<file path="config.mk">
export PLATFORM = sky130hd
export DESIGN_NAME = dhfk_link
export DESIGN_NICKNAME = d
export VERILOG_FILES = /design/src/rtl/dhfk_pkg.sv /design/src/rtl/dhfk_link.sv
export SDC_FILE = /design/constraint.sdc
export NUM_CORES = 2
export LEC_CHECK = 0
export BUFFER_PORTS_ARGS = -buffer_cell sky130_fd_sc_hd__buf_4
export CAP_MARGIN = 20
export CORE_MARGIN = 4
export CORE_UTILIZATION = 40
export DETAILED_ROUTE_END_ITERATION = 10
export PLACE_DENSITY = 0.55
export REMOVE_ABC_BUFFERS = 1
export SLEW_MARGIN = 20
export SYNTH_ARGS = -nofsm -noshare
export SYNTH_HDL_FRONTEND = slang
export SYNTH_SLANG_ARGS = --single-unit
</file>
<file path="constraint.sdc">
create_clock -name clk_i -period 7.9 [get_ports clk_i]
set_input_delay 0.79 -clock clk_i [delete_from_list [all_inputs] [get_ports clk_i]]
set_output_delay 0.79 -clock clk_i [all_outputs]
set_load 0.02 [all_outputs]
</file>
<file path="src/rtl/dhfk_pkg.sv">
// dhfk_pkg: shared types, fixed-point constants and helpers for the
// three-joint forward kinematics pipeline. No dependencies.
`timescale 1ns / 1ps
package dhfk_pkg;

  localparam int ANGLE_BITS   = 16;
  localparam int QUARTER_BITS = ANGLE_BITS - 2;
  localparam int T_W          = 31;
  localparam int TRIG_W       = 17;
  localparam int ROT_W        = 20;
  localparam int POS_W        = 24;
  localparam int ACC_W        = 48;
  localparam int SINE_STAGES  = 7;
  // angle sum, sine, link, two compositions of two stages, output
  localparam int LATENCY      = 1 + SINE_STAGES + 1 + 2 + 2 + 1;

  localparam logic [T_W-1:0] C9 = 31'd172271;
  // horner coefficients, first used in index 0
  localparam logic [3:0][T_W-1:0] HORNER_C = {31'd1686629713, 31'd693598668,
                                              31'd85569306, 31'd5026996};

  typedef enum logic [1:0] {
    CFG_ANGLE_OFS = 2'd0,
    CFG_TWIST     = 2'd1,
    CFG_OFFSET_D  = 2'd2,
    CFG_LENGTH_A  = 2'd3
  } cfg_idx_e;

  typedef logic signed [TRIG_W-1:0] trig_t;
  typedef logic signed [ROT_W-1:0]  rot_t;
  typedef logic signed [POS_W-1:0]  pos_t;

  typedef struct packed {
    rot_t [2:0][2:0] rot;
    pos_t [2:0]      pos;
  } frame_t;

  typedef struct packed {
    logic signed [15:0] joint_one_angle;
    logic signed [15:0] joint_two_angle;
    logic signed [15:0] joint_three_angle;
  } in_t;

  typedef struct packed {
    logic signed [15:0] rot_r0c0;
    logic signed [15:0] rot_r0c1;
    logic signed [15:0] rot_r0c2;
    logic signed [19:0] pos_x;
    logic signed [15:0] rot_r1c0;
    logic signed [15:0] rot_r1c1;
    logic signed [15:0] rot_r1c2;
    logic signed [19:0] pos_y;
    logic signed [15:0] rot_r2c0;
    logic signed [15:0] rot_r2c1;
    logic signed [15:0] rot_r2c2;
    logic signed [19:0] pos_z;
  } out_t;

  // 16-bit angle to phase of ANGLE_BITS bits
  function automatic logic [ANGLE_BITS-1:0] to_phase(input logic [15:0] a);
    logic [ANGLE_BITS+15:0] w;
    w = {a, {ANGLE_BITS{1'b0}}};
    return w[ANGLE_BITS+15 -: ANGLE_BITS];
  endfunction

  // round to nearest, half up, drop 14 fraction bits
  function automatic logic signed [ACC_W-1:0] rnd14(input logic signed [ACC_W-1:0] x);
    logic signed [ACC_W-1:0] y;
    y = x + 48'sd8192;
    return y >>> 14;
  endfunction

endpackage

</file>
<file path="src/rtl/dhfk_link.sv">
// dhfk_link: builds one link transform from its trig values, a and d.
// Depends on dhfk_pkg.
`timescale 1ns / 1ps
module dhfk_link import dhfk_pkg::*; (
  input  logic               clk_i,
  input  trig_t              ct_i,
  input  trig_t              st_i,
  input  trig_t              ca_i,
  input  trig_t              sa_i,
  input  logic signed [15:0] len_a_i,
  input  logic signed [15:0] ofs_d_i,
  output frame_t             link_o
);

  logic signed [ACC_W-1:0] m_stca, m_stsa, m_ctca, m_ctsa, m_act, m_ast;
  logic signed [ACC_W-1:0] r01, r02, r11, r12, px, py;
  frame_t                  f_d, f_q;

  always_comb begin
    m_stca = st_i * ca_i;
    m_stsa = st_i * sa_i;
    m_ctca = ct_i * ca_i;
    m_ctsa = ct_i * sa_i;
    m_act  = len_a_i * ct_i;
    m_ast  = len_a_i * st_i;
    r01    = -rnd14(m_stca);
    r02    = rnd14(m_stsa);
    r11    = rnd14(m_ctca);
    r12    = -rnd14(m_ctsa);
    px     = rnd14(m_act);
    py     = rnd14(m_ast);
    f_d.rot[0][0] = ROT_W'(ct_i);
    f_d.rot[0][1] = r01[ROT_W-1:0];
    f_d.rot[0][2] = r02[ROT_W-1:0];
    f_d.rot[1][0] = ROT_W'(st_i);
    f_d.rot[1][1] = r11[ROT_W-1:0];
    f_d.rot[1][2] = r12[ROT_W-1:0];
    f_d.rot[2][0] = '0;
    f_d.rot[2][1] = ROT_W'(sa_i);
    f_d.rot[2][2] = ROT_W'(ca_i);
    f_d.pos[0]    = px[POS_W-1:0];
    f_d.pos[1]    = py[POS_W-1:0];
    f_d.pos[2]    = POS_W'(ofs_d_i);
  end

  always_ff @(posedge clk_i) begin
    f_q <= f_d;
  end

  assign link_o = f_q;

endmodule

</file>
==> flow_summary.yaml <==
sta:
  timing.final.max_slew_violations: 0
  fin_crit_sh_pct: 94.07
  timing_worst_slew_pin_value_ns: 0.8930
  grt_setup_unrepaired: "no"
  max-slew-margin-rel_pct: 40.29
  period_needed_ns: 7.432
  achievable-frequency_mhz: 134.6
  finalHoldViolations: 0
  setup_tns_ns: 0
  finalSetupViolCount: 0
  postLayoutSetupSlackWorst_ns: 0.4684
detailed_routing:
  drt-vias-per-instance: 4.852
  antenna_violating_nets_post_route: 0
  drt_first_iter_violations: 2534
  wl_per_cell_microns: 19.10
  drc_errors: 0
  postRouteWirelength_microns: 182400
  drtPass1Iterations: 5
  routed-via-count: 46330
critical_path:
  cp_data_arrival_time_ns: 8.01
  critPathLaunch: "ct_i[9]"
  critPathLaunchType: "input pin"
  critPathCapture: "link_o[191]$_DFF_P_"
  cp_max_fo: 7
  setup.worst_path.end_class: "flop"
  path_class: "in2reg"
  required_time_worst_endpoint_ns: 8.48
final_layout:
  post_route_cells_drive_above_1_share_pct: 8.656
  largest_register_ffs: 204
  synthToLayoutAreaGrowth_pct: 9.932
  final_design_area_no_fill_sq_um: 73800
  final_cells: 9550
  layout.filler_cells: 16500
  nets_final: 9643
clock_network:
  clock-root-buffer: "sky130_fd_sc_hd__clkbuf_16"
  post-cts-setup-buffer-count: 0
  clock_pin_slew_reported_for_the_worst_setup_and_hold_paths_after_clock_tree_synthesis_ns: 0.06
  cts_tree: "done"
  post_cts_hold_buffer_count: 0
  clock_path_buffers: 3
  cts_buf_count: 31
  number_of_resized_instances_in_the_post_cts_repair_step: 0
  htree_num_levels: 1
  sinks_on_the_clock_net: 204
floorplan:
  floorplan.core_area_sq_um: 167000
  width_of_the_die_microns: 417.7
  dieHeight_microns: 417.7
  io_pins: 353
  die_area_sq_um: 174400
  fp-row-count: 150
  initial_utilization_pct: 40.19
placement:
  numPlacedInstances: 9485
  place.gp.congestion: 0.8886
  placement.setup.worst_slack_ns: -0.1033
  hpwl_microns: 150500
  io_buffer_count: 332
  detailed_place.area_sq_um: 72660
hold_path:
  timing.hold.worst.start: "ofs_d_i[9]"
  min_path_cells: 1
  hold_path.class: "in2reg"
global_routing:
  first_global_vias: 50610
  grt_pass1_wl_microns: 295000
  grt-ovfl-total: 0
  initial_antenna_violation_count: 21
  global_route.usage.total_pct: 21.85
  grt_start_max_net_pins: 45
yosys:
  post_synth_instance_area_sq_um: 67130
  synth_async_sr_flop_share_pct: 0
  ys_top_cells_by_area: "sky130_fd_sc_hd__fa_1 (52%), sky130_fd_sc_hd__inv_1 (9.8%), sky130_fd_sc_hd__ha_1 (9.0%), sky130_fd_sc_hd__and2_1 (6.6%), sky130_fd_sc_hd__dfxtp_1 (6.1%)"
  synth_seq_area_share_pct: 6.083
  synthesis.yosys.warnings: 0
  netlist.top_cell.by_area: "sky130_fd_sc_hd__fa_1"
  synth_cell_type_count: 91
  gate_count_of_the_mapped_netlist: 7107
  synth_top_cell_area_share_pct: 52.07
  ys_ff_latch: 204
  synth_area_per_cell_sq_um: 9.446
  synth_enable_flop_cells: 0
  synthMostInstantiatedCell: "sky130_fd_sc_hd__inv_1"
  ys_flop_type: "sky130_fd_sc_hd__dfxtp_1"
  synth.top_cells.by_count: "sky130_fd_sc_hd__inv_1 (1754), sky130_fd_sc_hd__fa_1 (1746), sky130_fd_sc_hd__nand2_1 (940), sky130_fd_sc_hd__and2_1 (705), sky130_fd_sc_hd__ha_1 (482)"
job:
  max-cap-violations: 0
run_status:
  status: "completed"
## through the flow
stage	utilization [%]	hold slack [ns]
after floorplan	-	0.8177
after CTS	44.17	0.1516
after detailed placement	43.50	0.8954
after global placement	43.50	0.8943
final	44.18	0.2040
after global routing	44.18	0.1569
## cells in the final DEF (no fill, tap or decap), drive strengths merged, types with 35 or more instances in the layout
cell / count
xnor2: 146
clkbuf: 38
xor2: 38
a21oi: 95
ha: 482
a21o: 35
inv: 1759
fa: 1746
o21ai: 56
nand2b: 80
buf: 554
nor2: 132
and2: 707
dfxtp: 204
nand2: 941
## kinds of logic (layout without fill, tap and decap cells)
logic type,Yosys count,after routing,share of synthesized area (%)
flops,204,204,6.083
fa+ha+maj,2228,2228,61.05
compound gates,326,326,3.262
other cells,1,30,0.005586
xor+xnor,184,184,2.401
simple gates,2008,2008,14.77
buf+inv,2153,2363,12.39
mux,3,3,0.04473
## critical path, stage by stage
cell	delay, ns
sky130_fd_sc_hd__buf_4	0.19
sky130_fd_sc_hd__nand2_1	0.11
sky130_fd_sc_hd__fa_1	0.53
sky130_fd_sc_hd__fa_1	0.57
sky130_fd_sc_hd__inv_1	0.06
sky130_fd_sc_hd__fa_1	0.49
sky130_fd_sc_hd__inv_1	0.05
sky130_fd_sc_hd__fa_1	0.52
sky130_fd_sc_hd__inv_1	0.05
sky130_fd_sc_hd__fa_1	0.47
sky130_fd_sc_hd__inv_1	0.05
sky130_fd_sc_hd__fa_1	0.47
sky130_fd_sc_hd__inv_1	0.04
sky130_fd_sc_hd__ha_1	0.29
sky130_fd_sc_hd__a211oi_1	0.32
sky130_fd_sc_hd__o21bai_1	0.19
sky130_fd_sc_hd__a21o_1	0.21
sky130_fd_sc_hd__a31o_1	0.34
sky130_fd_sc_hd__a2111oi_0	0.48
sky130_fd_sc_hd__a211oi_1	0.14
sky130_fd_sc_hd__a211oi_1	0.49
sky130_fd_sc_hd__o211ai_1	0.25
sky130_fd_sc_hd__nor3_2	0.41
sky130_fd_sc_hd__mux2i_1	0.23
sky130_fd_sc_hd__nand3_1	0.11
sky130_fd_sc_hd__xnor2_1	0.15
## metal layers
layer / part of all wire, % / track usage, % / routed length [microns]
met1: 43 / 30.70 / 79140
met2: 47 / 35.07 / 85570
met3: 6.3 / 3.082 / 11480
met4: 3.4 / 7.002 / 6185
met5: 0.012 / 0 / 22
## area by class of cell
class                   instances  area, sq um  share of cell area [%]
diodes                         10        25.02                 0.03391
clock inverters                17        279.0                  0.3781
repair buffers                554         4434                   6.009
multi-input cells            4769        54800                   74.26
flip-flops and latches        204         4084                   5.534
well taps                    2204         2758                   3.737
inverters                    1754         6584                   8.921
clock buffers                  38        832.0                   1.127
## worst min path at each step
stage / to / slack, ns
after floorplan: link_o[132]$_DFF_P_ / 0.82
after global placement: link_o[58]$_DFF_P_ / 0.89
after detailed placement: link_o[62]$_DFF_P_ / 0.90
after CTS: link_o[62]$_DFF_P_ / 0.15
after global routing: link_o[57]$_DFF_P_ / 0.16
final: link_o[57]$_DFF_P_ / 0.20
Power is not shown: default switching activity piles up to over one toggle a cycle in this logic, so the estimate is an artifact.
